File: src/hdl/farr_pkg.sv
`timescale 1ns / 1ps
// ----------------------------------------------------------------------------
// farr_pkg: shared definitions for the fading additive ray rasterizer
// Frame geometry, field widths, command and register codes, and the
// request/status structs of the shared serial divider.
// ----------------------------------------------------------------------------
package farr_pkg;

   // frame store geometry
   localparam int MAX_WIDTH   = 128;
   localparam int MAX_HEIGHT  = 128;
   localparam int STORE_DEPTH = MAX_WIDTH * MAX_HEIGHT;
   localparam int ADDR_W      = $clog2(STORE_DEPTH);
   localparam int X_IDX_W     = $clog2(MAX_WIDTH);
   localparam int Y_IDX_W     = $clog2(MAX_HEIGHT);
   localparam int EFF_W_W     = $clog2(MAX_WIDTH + 1);
   localparam int EFF_H_W     = $clog2(MAX_HEIGHT + 1);

   // field widths
   localparam int CMD_W       = 2;
   localparam int COORD_W     = 11;
   localparam int COLOR_W     = 16;
   localparam int INTENSITY_W = 8;
   localparam int CSR_DATA_W  = 8;
   localparam int CSR_INDEX_W = 1;

   // 12.16 stepping
   localparam int FRAC_W  = 16;
   localparam int FP_W    = COORD_W + FRAC_W + 1;
   localparam int STEP_W  = FRAC_W + 2;
   localparam int ALPHA_W = INTENSITY_W + 8;

   // shared divider
   localparam int DIV_NUM_W = COORD_W + FRAC_W;
   localparam int DIV_DEN_W = COORD_W;
   localparam int DIV_CNT_W = $clog2(DIV_NUM_W + 1);

   // RGB565 channel limits and rounding
   localparam int CH5_MAX     = 31;
   localparam int CH6_MAX     = 63;
   localparam int BLEND_ROUND = 128;

   // commands
   localparam logic [CMD_W-1:0] CMD_WRITE = 2'd0;
   localparam logic [CMD_W-1:0] CMD_READ  = 2'd1;
   localparam logic [CMD_W-1:0] CMD_RAY   = 2'd2;

   // register indexes
   localparam logic [CSR_INDEX_W-1:0] CSR_ACTIVE_WIDTH  = 1'd0;
   localparam logic [CSR_INDEX_W-1:0] CSR_ACTIVE_HEIGHT = 1'd1;

   typedef struct packed {
      logic                 start;
      logic [DIV_NUM_W-1:0] numerator;
      logic [DIV_DEN_W-1:0] divisor;
   } div_req_type;

   typedef struct packed {
      logic busy;
      logic done;
   } div_stat_type;

endpackage

File: src/hdl/farr_div.sv
`timescale 1ns / 1ps
// ----------------------------------------------------------------------------
// farr_div: restoring serial divider
// One quotient bit per cycle; done is high for a single cycle, in the same cycle the full quotient shows.
// ----------------------------------------------------------------------------
module farr_div (
   input  logic                           clock,
   input  logic                           reset,
   input  farr_pkg::div_req_type          req,
   output farr_pkg::div_stat_type         stat,
   output logic [farr_pkg::DIV_NUM_W-1:0] quotient
);

   logic [farr_pkg::DIV_CNT_W-1:0] cnt_ff, cnt_in;
   logic                           done_ff, done_in;
   logic [farr_pkg::DIV_NUM_W-1:0] work_ff, work_in;
   logic [farr_pkg::DIV_DEN_W-1:0] rem_ff, rem_in;
   logic [farr_pkg::DIV_DEN_W-1:0] den_ff, den_in;
   logic [farr_pkg::DIV_DEN_W:0]   rem_sh;
   logic [farr_pkg::DIV_DEN_W:0]   rem_sub;
   logic                           fits;

   assign rem_sh  = {rem_ff, work_ff[farr_pkg::DIV_NUM_W-1]};
   assign rem_sub = rem_sh - {1'b0, den_ff};
   assign fits    = (rem_sh >= {1'b0, den_ff});

   always_comb begin
      cnt_in  = cnt_ff;
      done_in = 1'b0;
      work_in = work_ff;
      rem_in  = rem_ff;
      den_in  = den_ff;
      if (req.start) begin
         cnt_in  = farr_pkg::DIV_CNT_W'(farr_pkg::DIV_NUM_W);
         work_in = req.numerator;
         rem_in  = '0;
         den_in  = req.divisor;
      end else if (cnt_ff != '0) begin
         cnt_in  = cnt_ff - 1'b1;
         done_in = (cnt_ff == farr_pkg::DIV_CNT_W'(1));
         work_in = {work_ff[farr_pkg::DIV_NUM_W-2:0], fits};
         rem_in  = fits ? rem_sub[farr_pkg::DIV_DEN_W-1:0]
                        : rem_sh[farr_pkg::DIV_DEN_W-1:0];
      end
   end

   always_ff @(posedge clock) begin
      if (reset) begin
         cnt_ff  <= '0;
         done_ff <= 1'b0;
      end else begin
         cnt_ff  <= cnt_in;
         done_ff <= done_in;
      end
      work_ff <= work_in;
      rem_ff  <= rem_in;
      den_ff  <= den_in;
   end

   assign stat.busy = (cnt_ff != '0);
   assign stat.done = done_ff;
   assign quotient  = work_ff;

`ifndef ASSERT_OFF
   a_start_idle: assert property (@(posedge clock) disable iff (reset)
      req.start |-> cnt_ff == '0)
      else $error("divider restarted while busy");
   a_done_idle: assert property (@(posedge clock) disable iff (reset)
      done_ff |-> cnt_ff == '0 || $past(req.start))
      else $error("divider done while still stepping");
   a_last_bit: assert property (@(posedge clock) disable iff (reset)
      (cnt_ff == farr_pkg::DIV_CNT_W'(1) && !req.start) |=> done_ff)
      else $error("divider missed done after last bit");
`endif

endmodule

File: config.mk
export PLATFORM = sky130hd
export DESIGN_NAME = farr_div
export DESIGN_NICKNAME = d
export VERILOG_FILES = /design/src/hdl/farr_pkg.sv /design/src/hdl/farr_div.sv
export SDC_FILE = /design/constraint.sdc
export NUM_CORES = 1
export LEC_CHECK = 0
export BUFFER_PORTS_ARGS = -buffer_cell sky130_fd_sc_hd__buf_2
export CORE_AREA = 10 10 82 84
export DETAILED_ROUTE_END_ITERATION = 16
export DIE_AREA = 0 0 92 94
export HOLD_SLACK_MARGIN = 0.05
export PLACE_DENSITY = 0.78
export SYNTH_ARGS = -nofsm -noshare
export SYNTH_HDL_FRONTEND = slang
export SYNTH_SLANG_ARGS = --single-unit
File: constraint.sdc
create_clock -name clock -period 5.4 [get_ports clock]
set_input_delay 0.81 -clock clock [delete_from_list [all_inputs] [get_ports clock]]
set_output_delay 0.81 -clock clock [all_outputs]
set_load 0.005 [all_outputs]
== After elaboration in Yosys (flattened, before gate mapping) ==
Index checks and enable logic that the tools add are counted.
Word-level totals
  register bits: 55
Cells by class
  muxes and demuxes: 5
  bitwise operators: 1
  add/subtract/negate cells: 2
  reductions and logical operators: 4
  eq/ne operators: 1
  $lt $le $gt $ge: 1
Operator list (number)
  27-bit two-way mux: 2
  12-bit by 11-bit >= comparator with 1-bit output: 1
  11-bit two-way mux: 1
  11-bit subtractor: 1
  5-bit two-way mux: 2
  5-bit by 1-bit == test with 1-bit output, second input constant: 1
  5-bit nonzero test: 1
  5-bit by 1-bit subtractor with 5-bit output, second input constant: 1
  3-bit OR reduction: 1
  2-bit nonzero test: 1
  2-bit OR reduction: 1
  1-bit inverter: 1

== Depth between registers and ports, before layout ==
Gate-level depths: netlist (run 1).
  depth after elaboration: 3
  gate-level depth with buffers: 10

== Least setup slack after synthesis (run 1) ==
OpenSTA, ideal clock, no wires.
  path type: reg2reg
  start: register rem_ff[8] in the netlist's numbering
  end: register work_ff, in the netlist quotient[0] (data pin)
  setup time: 0.260 ns
  path buffers: 1
  arrival time: 2.166 ns
  slack: 2.974 ns
  required time: 5.140 ns
  period minus slack after synthesis: 2.426 ns
  stages on the path, launching flop included: 8
  path through: dfxtp_1 > ha_1 > a21o_1 > a211o_1 > or3_1 > o22a_2 > buf_2 > mux2_2
Between the ends
  cells in the longest elaborated chain, start to end: 3
RTL lines
  start, declared: RTL line farr_div.sv:17  | logic [farr_pkg::DIV_DEN_W-1:0] rem_ff, rem_in;
  start signal, assigned: RTL line farr_div.sv:56  | rem_ff <= rem_in;
  12-bit by 11-bit >= comparator with 1-bit output: RTL line farr_div.sv:25  | assign fits = (rem_sh >= {1'b0, den_ff});
  27-bit two-way mux: RTL line farr_div.sv:38  | end else if (cnt_ff != '0) begin
  27-bit two-way mux: RTL line farr_div.sv:33  | if (req.start) begin
  via work_in (one bit): RTL line farr_div.sv:16  | logic [farr_pkg::DIV_NUM_W-1:0] work_ff, work_in;
  end signal, assigned: RTL line farr_div.sv:55  | work_ff <= work_in;
  end, declared: RTL line farr_div.sv:16
The timed path passes the listed nets, and every way through them passes these cells. The select of a mux whose other input is x is not followed.
A chain may end at the register's enable or synchronous reset.

== Final worst setup path (run 1) ==
  start: register cnt_ff[2] in the netlist's numbering
  end: register work_ff, in the netlist quotient[5] (enable)
Between the ends
  cells in the longest elaborated chain, start to end: 2
RTL lines
  start, declared: RTL line farr_div.sv:14  | logic [farr_pkg::DIV_CNT_W-1:0] cnt_ff, cnt_in;
  start signal, assigned: RTL line farr_div.sv:52  | cnt_ff <= cnt_in;
  5-bit nonzero test: RTL line farr_div.sv:38
  2-bit nonzero test (no line)
No other way between the ends.

==> results of run 1 <==
-- area by class of cell --
cell class                      instances  area (µm²)  share of cell area
Sequential cell                        55        1480               0.450
Inverter                               18        67.6              0.0205
Clock inverter                          1        5.00             0.00152
Tap cell                               70        87.6              0.0266
Multi-Input combinational cell        159        1220               0.371
Clock buffer                            7        76.3              0.0232
Timing Repair Buffer                   70         353               0.107
-- power groups by stage --
stage | clock, mW | sequential [mW] | combinational, mW
after floorplan | 0 | 0.546 | 0.171
after global placement | 0 | 0.548 | 0.251
after detailed placement | 0 | 0.548 | 0.256
after CTS | 0.223 | 0.540 | 0.257
after global routing | 0.242 | 0.548 | 0.289
final | 0.220 | 0.540 | 0.256
-- worst max-delay path by stage --
stage	end	cells past startpoint
finish	quotient[5]$_DFFE_PP_	4
global route	quotient[4]$_DFFE_PP_	4
CTS	quotient[4]$_DFFE_PP_	4
detailed placement	quotient[5]$_DFFE_PP_	4
global placement	quotient[5]$_DFFE_PP_	4
floorplan	quotient[0]$_DFFE_PP_	7
-- worst min-delay path, cell delays in order (launching register included) --
cell and delay [ns]:
dfxtp_1 0.33, nand2_1 0.05, o21ai_0 0.06
-- layer usage --
layer  up-vias  GRT usage
met4         0     0.0347
met2        60      0.205
li1       1020          -
met3         7     0.0496
met5         -          0
met1       922      0.181
-- cell families (layout without fill, tap and decap cells) --
kind of cell / after synthesis / after routing / synth area share
xor gates and xnor gates: 8 / 8 / 0.0249
AOI/OAI and AO/OA: 44 / 44 / 0.109
and+or+nand+nor: 59 / 59 / 0.101
adders and majority gates: 14 / 14 / 0.0650
muxes: 34 / 34 / 0.135
buffers and inverters: 27 / 96 / 0.0378
DFF: 55 / 55 / 0.527
-- per-stage QoR --
| stage | cell area [µm²] | std cells | setup slack (ns) | total power [mW] | util |
|---|---|---|---|---|---|
| floorplan | 2810 | 241 | 2.97 | 0.717 | - |
| global placement | 3210 | 372 | 2.54 | 0.799 | 0.633 |
| detailed placement | 3210 | 372 | 2.52 | 0.804 | 0.633 |
| CTS | 3290 | 380 | 2.75 | 1.02 | 0.649 |
| global route | 3290 | 380 | 2.46 | 1.08 | 0.649 |
| finish | 3290 | 380 | 2.74 | 1.01 | 0.649 |
-- Yosys cell counts, types with 2 or more instances --
library cell,number,share of area
edfxtp_1,38,0.41
ha_1,13,0.058
inv_1,18,0.024
nand2_1,14,0.019
o21ai_0,10,0.018
nor2b_1,4,0.0089
a21oi_1,5,0.0089
o31ai_1,2,0.0053
mux2_2,28,0.11
nor3_1,7,0.012
mux2i_1,5,0.018
xnor2_1,7,0.022
dfxtp_1,17,0.12
nor2_1,21,0.028
nand2b_1,3,0.0067
o21a_1,4,0.011
nand4_1,2,0.0044
a211oi_1,4,0.011
or3_1,2,0.0044
a21o_1,4,0.011
clkbuf_1,7,0.0093
a31oi_1,3,0.0067
-- registers in the layout, summed over array words and instances (netlist names) --
| signal | flops |
|---|---|
| quotient | 27 |
| den_ff | 11 |
| rem_ff | 11 |
| cnt_ff | 5 |
| done_ff | 1 |
==> summary.md, run 1 <==
| Metric | Value |
|---|---|
| Clock transition at path regs | around 0.09 ns |
| Status | complete, no violations |
| Share of cells above drive strength 1 | 0.348 |
| Sequential share of power | 0.532 |
| Synth-to-layout area growth | 17.2% |
| Met2 wire len | 2.63 mm |
| R2R setup slack | 2.74 ns |
| Chip height | 94 µm |
| Worst-margin pin slew | 1.03 ns |
| Clk buf depth | 2 |
| Minimum clock period | 2.66 ns |
| CTS root buffer | clkbuf_8 |
| Worst Hold End | rem_ff[3]$_SDFFE_PP0P_ |
| Sw frac | 0.283 |
| Startpoint types | register |
| Top sig layer | met4 |
| Mapped Nets | 296 |
| Minimum hold slack | 0.494 ns |
| CP Max Fanout | 27 |
| Clock power share | 0.216 |
| Max rail drop VDD | 275 µV |
| Final nets | around 360 |
| Row cnt | 26 |
| Worst Skew | 0.0115 ns |
| Global Route Usage Sum | 0.136 |
| Count of cell types in the netlist | 45 |
| Async S/R FF share, synth | 0 |
| Crit. End Element | register |
| Cell Area, Synth | 2810 µm² |
| # resized after CTS | 0 |
| Final slew viol count | 0 |
| Synth Register Bits | 55 |
| Final hold vios | 0 |
| Slowest cell delay on critical path | 0.59 ns |
| Drt first pass iters | 4 |
| Fillers | 421 |
| Hold depth | 2 |
| Placer Congestion | 0.791 |
| Fin Setup TNS | 0 ns |
| Dpl hpwl | ~4.4 mm |
| Pwr dens | 308 nW/µm² |
| Worst R2R Start | cnt_ff[2]$_SDFFE_PP0P_ |
| CTS buffer count | 5 |
| Relative slew slack | 0.312 |
| Slowest CP cell | inv_1 |
| Vias in the first global route | 2092 |
| R2r endpoint | quotient[5]$_DFFE_PP_ |
| DR DRC count | 0 |
| CP arrival | 2.54 ns |
| I/O pin cnt | 70 |
| CP Buf/Inv Count | 1 |
| P_leak | 1.42 nW |
| Final setup violation count | 0 |
| Initial core utilization | 0.554 |
| FF-to-FF path depth | 4 |
| Critical path type | register to register |
| Psw | 0.288 mW |
| Met1 wire length | 2.76 mm |
| Ys Warns | 0 |
| Register area share after synthesis | 0.527 |
| Total Die Area | 8650 µm² |
| Clock Latency Late Sink | 0.31 ns |
| Initial antenna violation count | 0 |
| CTS H-tree depth | 2 |
| DR WL met3 | 427 µm |
| Hold-fix buffers, CTS | 0 |
| GRT overflow | 0 |
| CP startpoint | cnt_ff[2]$_SDFFE_PP0P_ |
| DRT Wirelength | 5.87 mm |
| Worst min path class | register to register |
| Fmax | around 380 MHz |
| Max-cap viol count | 0 |
| Setup repair after global routing missed its margin | no |
| Top FF cell, synth | edfxtp_1 |
| Final ANT Viol Nets | 0 |
| N_diodes | 0 |
| CP Cell Sequence | nor3_1, nand2_1, nor2_1, inv_1 |
| Crit path max-delay family | simple AND/OR/NAND/NOR gates |
| Post-CTS Setup Inserts | 0 |
| CTS tree | built |
| Critical path data required time | ~5.3 ns |
| DRT iter0 DRCs | 151 |
| Routed len/inst | 15.5 µm |
| Core area | between 5000 and 6000 µm² |
| Fin crit share | 0.493 |
| Die Span X | 92 µm |
| Port Buffer Count | 69 |
| Largest net degree at the start of global routing | 51 |
| Commonest cells after routing, fill and taps aside | buf_2 (69), edfxtp_1 (38), mux2_2 (28) |
| Vias | 2009 |
| Mean Syn Cell Area | roughly 12 µm² |
| Worst hold start | rem_ff[3]$_SDFFE_PP0P_ |
| Comb power frac | 0.252 |
| Clk sinks | 55 |
| Global-route wire length before repair | 9.91 mm |
| Cell-internal power | between 0.7 and 0.8 mW |
| EDFF count, synth | 38 |
| DR vias/cell | approximately 5.3 |
| Cells after Synth | ~240 |
| Commonest non-fill, non-tap cell in the layout | buf_2 |
No activity file was read; power rests on OpenSTA's default activity.
==> inputs of run 2 (changes only) <==
Settings changed: CORE_AREA 10 10 82 84 to 10 10 84 86, DIE_AREA 0 0 92 94 to 0 0 94 96, PLACE_DENSITY 0.78 to 0.74.
Clock period 5.4 ns to 2.8 ns, I/O delays scaled along.
==> summary.md, run 2 (same netlist as run 1, synthesis figures left out) <==
| Metric | Value |
|---|---|
| Placer Congestion | 0.804 |
| Relative slew slack | 0.660 |
| DR vias/cell | 5.31 |
| Max-cap viol count | 0 |
| Total power | 1.97 mW |
| CTS root buffer | clkbuf_8 |
| Vias in the first global route | 2110 |
| Post-CTS Setup Inserts | 0 |
| CP Max Fanout | 15 |
| Port Buffer Count | 69 |
| Cell-internal power | 1.41 mW |
| Total Die Area | approximately 9000 µm² |
| Largest net degree at the start of global routing | 25 |
| Fin crit share | 0.928 |
| Final ANT Viol Nets | 0 |
| Dpl hpwl | slightly below 5 mm |
| Startpoint types | register |
| Routed len/inst | 16.3 µm |
| Sw frac | 0.284 |
| DRT iter0 DRCs | slightly above 100 |
| Clock Latency Late Sink | 0.30 ns |
| Final nets | between 300 and 400 |
| Final slew viol count | 0 |
| Drt first pass iters | 4 |
| Worst min path class | input port to register |
| Critical path data required time | 3.03 ns |
| Synth-to-layout area growth | 18.6% |
| Crit. End Element | register |
| P_leak | 1.44 nW |
| N_diodes | 0 |
| Setup repair after global routing missed its margin | no |
| Hold-fix buffers, CTS | 0 |
| Worst Skew | 0.00720 ns |
| Row cnt | 27 |
| Global Route Usage Sum | 0.141 |
| DR DRC count | 0 |
| Vias | slightly above 2000 |
| Status | complete, no violations |
| Die Span X | 94 µm |
| Fin Setup TNS | 0 ns |
| Final hold vios | 0 |
| Worst-margin pin slew | between 0.5 and 0.6 ns |
| Share of cells above drive strength 1 | 0.359 |
| Commonest cells after routing, fill and taps aside | buf_2 (69), edfxtp_1 (38), mux2_2 (28) |
| Sequential share of power | 0.529 |
| Placed inst area | 3250 µm² |
| Fmax | 385 MHz |
| Minimum hold slack | 0.286 ns |
| Setup ws final | slightly above 0.2 ns |
| Clk sinks | 55 |
| Max FFs per register | 27 |
| Cell area after layout | 3330 µm² |
| Core area | 5410 µm² |
| Commonest non-fill, non-tap cell in the layout | buf_2 |
| Critical path type | register to register |
| CTS buffer count | 5 |
| GRT overflow | 0 |
| Clock power share | 0.213 |
| Clk buf depth | 2 |
| Psw | 0.560 mW |
| Chip height | 96 µm |
| Final setup violation count | 0 |
| I/O pin cnt | 70 |
| CTS H-tree depth | 2 |
| Initial core utilization | 0.520 |
| Global-route wire length before repair | 10.3 mm |
| Dpl ws | about 0.25 ns |
| Max rail drop VDD | 318 µV |
| Minimum clock period | 2.60 ns |
| Initial antenna violation count | 0 |
| Pwr dens | 591 nW/µm² |
| CTS tree | built |
| Comb power frac | 0.258 |
| # resized after CTS | 0 |
| CP arrival | 2.83 ns |
| Clock transition at path regs | 0.10 ns |
| DRT Wirelength | ~6.3 mm |
run 2: cell count changes in the layout (fill, tap and decap cells not counted):
cell	previous run	this run
buf_4	1	6
run 2: layout make-up:
cell class / count / area, µm²
fill: 459 / 2070
timing repair buffer: 75 / 390
clock buffer: 7 / 76.3
sequential: 55 / 1480
tap: 72 / 90.1
clock inverter: 1 / 5.00
multi-input combinational: 159 / 1220
inverter: 18 / 67.6
run 2: path summary, 6_finish.rpt:
check | startpoint | end | slack, ns | depth (start not counted)
worst max-delay path | rem_ff[8]$_SDFFE_PP0P_ | rem_ff[0]$_SDFFE_PP0P_ | 0.20 | 7
worst min-delay path | req[9] | den_ff[9]$_DFFE_PP_ | 0.29 | 1
worst max register to register | rem_ff[8]$_SDFFE_PP0P_ | rem_ff[0]$_SDFFE_PP0P_ | 0.20 | 7
worst min register to register | cnt_ff[4]$_SDFFE_PP0P_ | cnt_ff[4]$_SDFFE_PP0P_ | 0.49 | 2
run 2: metrics by stage:
stage,cells,utilization
after CTS,387,0.617
final,387,0.617
after global routing,387,0.617
after floorplan,241,-
after global placement,379,0.602
after detailed placement,379,0.602
run 2: per-layer routing:
metal	vias up	GRT usage	part of all wire
met2	56	0.233	0.48
li1	1028	-	-
met4	0	0.0304	0.0044
met3	2	0.0623	0.090
met1	968	0.166	0.42
met5	-	0	0
run 2: power by group through the flow:
stage,combinational (mW),clock [mW],sequential [mW]
2_1_floorplan,0.330,0,1.05
3_3_place_gp,0.499,0,1.05
3_5_place_dp,0.510,0,1.06
4_1_cts,0.513,0.430,1.04
5_1_grt,0.570,0.458,1.06
6_report,0.509,0.420,1.04
run 2: critical path, cell delays in order, from the launching register on:
cell and delay, ns:
dfxtp_1 0.35, ha_1 0.39, a21o_1 0.20, a211o_1 0.32, or3_1 0.35, o22a_2 0.36, mux2_4 0.35, a211oi_2 0.20
==> inputs of run 3 (changes only) <==
Settings changed: ABC_AREA set to 1, CORE_AREA 10 10 84 86 to 10 10 113 115, DIE_AREA 0 0 94 96 to 0 0 123 125, PLACE_DENSITY 0.74 to 0.45.
==> summary.md, run 3 <==
| Metric | Value |
|---|---|
| Status | complete, no violations |
| Comb power frac | 0.396 |
| Mapped Nets | 435 |
| Die Span X | 123 µm |
| Max rail drop VDD | 229 µV |
| CP arrival | 2.27 ns |
| DRT iter0 DRCs | 112 |
| CTS root buffer | clkbuf_8 |
| Cells after Synth | 380 |
| Final slew viol count | 0 |
| Worst-margin pin slew | 0.514 ns |
| CTS H-tree depth | 2 |
| N_diodes | 0 |
| DR vias/cell | 4.39 |
| Vias | 2582 |
| Worst Skew | 0.0108 ns |
| Clock Latency Late Sink | 0.32 ns |
| Synth-to-layout area growth | 18.6% |
| GRT overflow | 0 |
| Commonest non-fill, non-tap cell in the layout | nand2_1 |
| Area contributors post-synth | edfxtp_1 (37%), nand2_1 (18%), dfxtp_1 (11%) |
| Dpl hpwl | 5.80 mm |
| Hold-fix buffers, CTS | 0 |
| Clock transition at path regs | 0.11 ns |
| Psw | 1.04 mW |
| CP Buf/Inv Count | 2 |
| Pwr dens | 749 nW/µm² |
| Placer Congestion | between 0.8 and 0.9 |
| Core area | 10600 µm² |
| Final nets | 502 |
| Minimum clock period | around 2.2 ns |
| Async S/R FF share, synth | 0 |
| Critical path type | register to register |
| Clk buf depth | 2 |
| Hold depth | 1 |
| Worst min path class | input port to register |
| Top FF cell, synth | edfxtp_1 |
| Area leader, netlist | edfxtp_1 |
| Final ANT Viol Nets | 0 |
| Crit path max-delay family | simple AND/OR/NAND/NOR gates |
| EDFF count, synth | 38 |
| Total Die Area | about 15000 µm² |
| CP Cell Sequence | inv_1, ha_1, fa_1, inv_1, nand3_1, nand3_2, nand2_2, nand4_4, nand2_1, nand2_1 |
| P_leak | 1.88 nW |
| Initial core utilization | 0.291 |
| CTS buffer count | 5 |
| CP Max Fanout | 12 |
| Setup repair after global routing missed its margin | no |
| Vias in the first global route | 2691 |
| I/O pin cnt | 70 |
| Crit. End Element | register |
| Global Route Usage Sum | 0.105 |
| Drt first pass iters | 5 |
| # resized after CTS | 0 |
| Fin crit share | 0.784 |
| Cell Area, Synth | 3090 µm² |
| Row cnt | 38 |
| DR DRC count | 0 |
| Slowest cell delay on critical path | around 0.40 ns |
| Clk sinks | 55 |
| DRT Wirelength | 7.89 mm |
| Final setup violation count | 0 |
| Final hold vios | 0 |
| Synth top cells by count | nand2_1 (149), inv_1 (54), edfxtp_1 (38) |
| Fmax | ~460 MHz |
| Fin Setup TNS | 0 ns |
| Startpoint types | register |
| Commonest cells after routing, fill and taps aside | nand2_1 (149), buf_2 (69), inv_1 (54) |
| Mean Syn Cell Area | 8.13 µm² |
| Slowest CP cell | edfxtp_1 |
| Clock power share | 0.201 |
| Chip height | 125 µm |
| Initial antenna violation count | 1 |
| Most common cell in the synthesized netlist | nand2_1 |
| FF-to-FF path depth | 10 |
| Sw frac | 0.380 |
| Ys Warns | 0 |
| CTS tree | built |
| Routed len/inst | around 13 µm |
| Sequential share of power | 0.403 |
| Largest net degree at the start of global routing | 40 |
| Count of cell types in the netlist | 31 |
| Post-CTS Setup Inserts | 0 |
| Share of cells above drive strength 1 | 0.241 |
| Total power | roughly 2.7 mW |
| Relative slew slack | 0.657 |
| Synth Register Bits | 55 |
| Global-route wire length before repair | 13.2 mm |
| Top-area cell type share of the netlist area | 0.370 |
| WP depth | 10 |
| Max FFs per register | 27 |
| Cell-internal power | 1.70 mW |
| Max-cap viol count | 0 |
| Register area share after synthesis | 0.480 |
| Critical path data required time | 2.88 ns |
| Port Buffer Count | a little under 70 |
run 3: area by class of cell:
cell class,count,area (µm²)
Fill cell,1154,6940
Multi-Input combinational cell,256,1310
Timing Repair Buffer,73,375
Clock inverter,3,42.5
Sequential cell,55,1480
Clock buffer,5,68.8
Tap cell,140,175
Inverter,56,210
run 3: worst reg2reg max path, delay by kind of cell (launching register included):
| family | cells | cell delay [ns] |
|---|---|---|
| adders and majority gates | 2 | 0.40 |
| and+or+nand+nor | 6 | 1.01 |
| DFF | 1 | 0.40 |
| buffers and inverters | 2 | 0.15 |
run 3: path summary, 6_finish.rpt:
| check | from | end | slack [ns] |
|---|---|---|---|
| min reg2reg | cnt_ff[4]$_SDFFE_PP0P_ | done_ff$_SDFF_PP0_ | 0.44 |
| min | req[6] | den_ff[6]$_DFFE_PP_ | 0.28 |
| max reg2reg | quotient[26]$_DFFE_PP_ | quotient[0]$_DFFE_PP_ | 0.60 |
| max | quotient[26]$_DFFE_PP_ | quotient[0]$_DFFE_PP_ | 0.60 |
run 3: kinds of logic after synthesis:
family | count (synthesis) | synth area share
buffers and inverters | 69 | 0.0960
adder cells (fa/ha/maj) | 14 | 0.0592
AND/OR/NAND/NOR | 227 | 0.335
XOR/XNOR | 3 | 0.00851
AO/OA/AOI/OAI | 12 | 0.0219
flip-flops | 55 | 0.480
run 3: stage by stage:
stage / std cells / setup WS [ns] / area [µm²] / util / hold slack (ns)
floorplan: 380 / 0.858 / 3090 / - / 0.414
global placement: 580 / 0.689 / 3550 / 0.335 / 0.437
detailed placement: 580 / 0.600 / 3550 / 0.335 / 0.440
CTS: 588 / 0.590 / 3660 / 0.346 / 0.263
global route: 588 / 0.365 / 3660 / 0.346 / 0.263
finish: 588 / 0.605 / 3660 / 0.346 / 0.277
run 3: layer usage:
layer / vias up / wire [µm] / global-route usage
met3: 14 / 606 / 0.0401
met5: - / 0 / 0
met4: 0 / 152 / 0.0356
li1: 1339 / - / -
met1: 1155 / 3650 / 0.135
met2: 74 / 3490 / 0.159
run 3: power by group through the flow:
stage	combinational (mW)	sequential, mW	clock, mW
6_report	1.09	1.11	0.550
5_1_grt	1.25	1.13	0.597
4_1_cts	1.10	1.11	0.574
3_5_place_dp	1.10	1.12	0
3_3_place_gp	1.10	1.12	0
2_1_floorplan	0.866	1.11	0
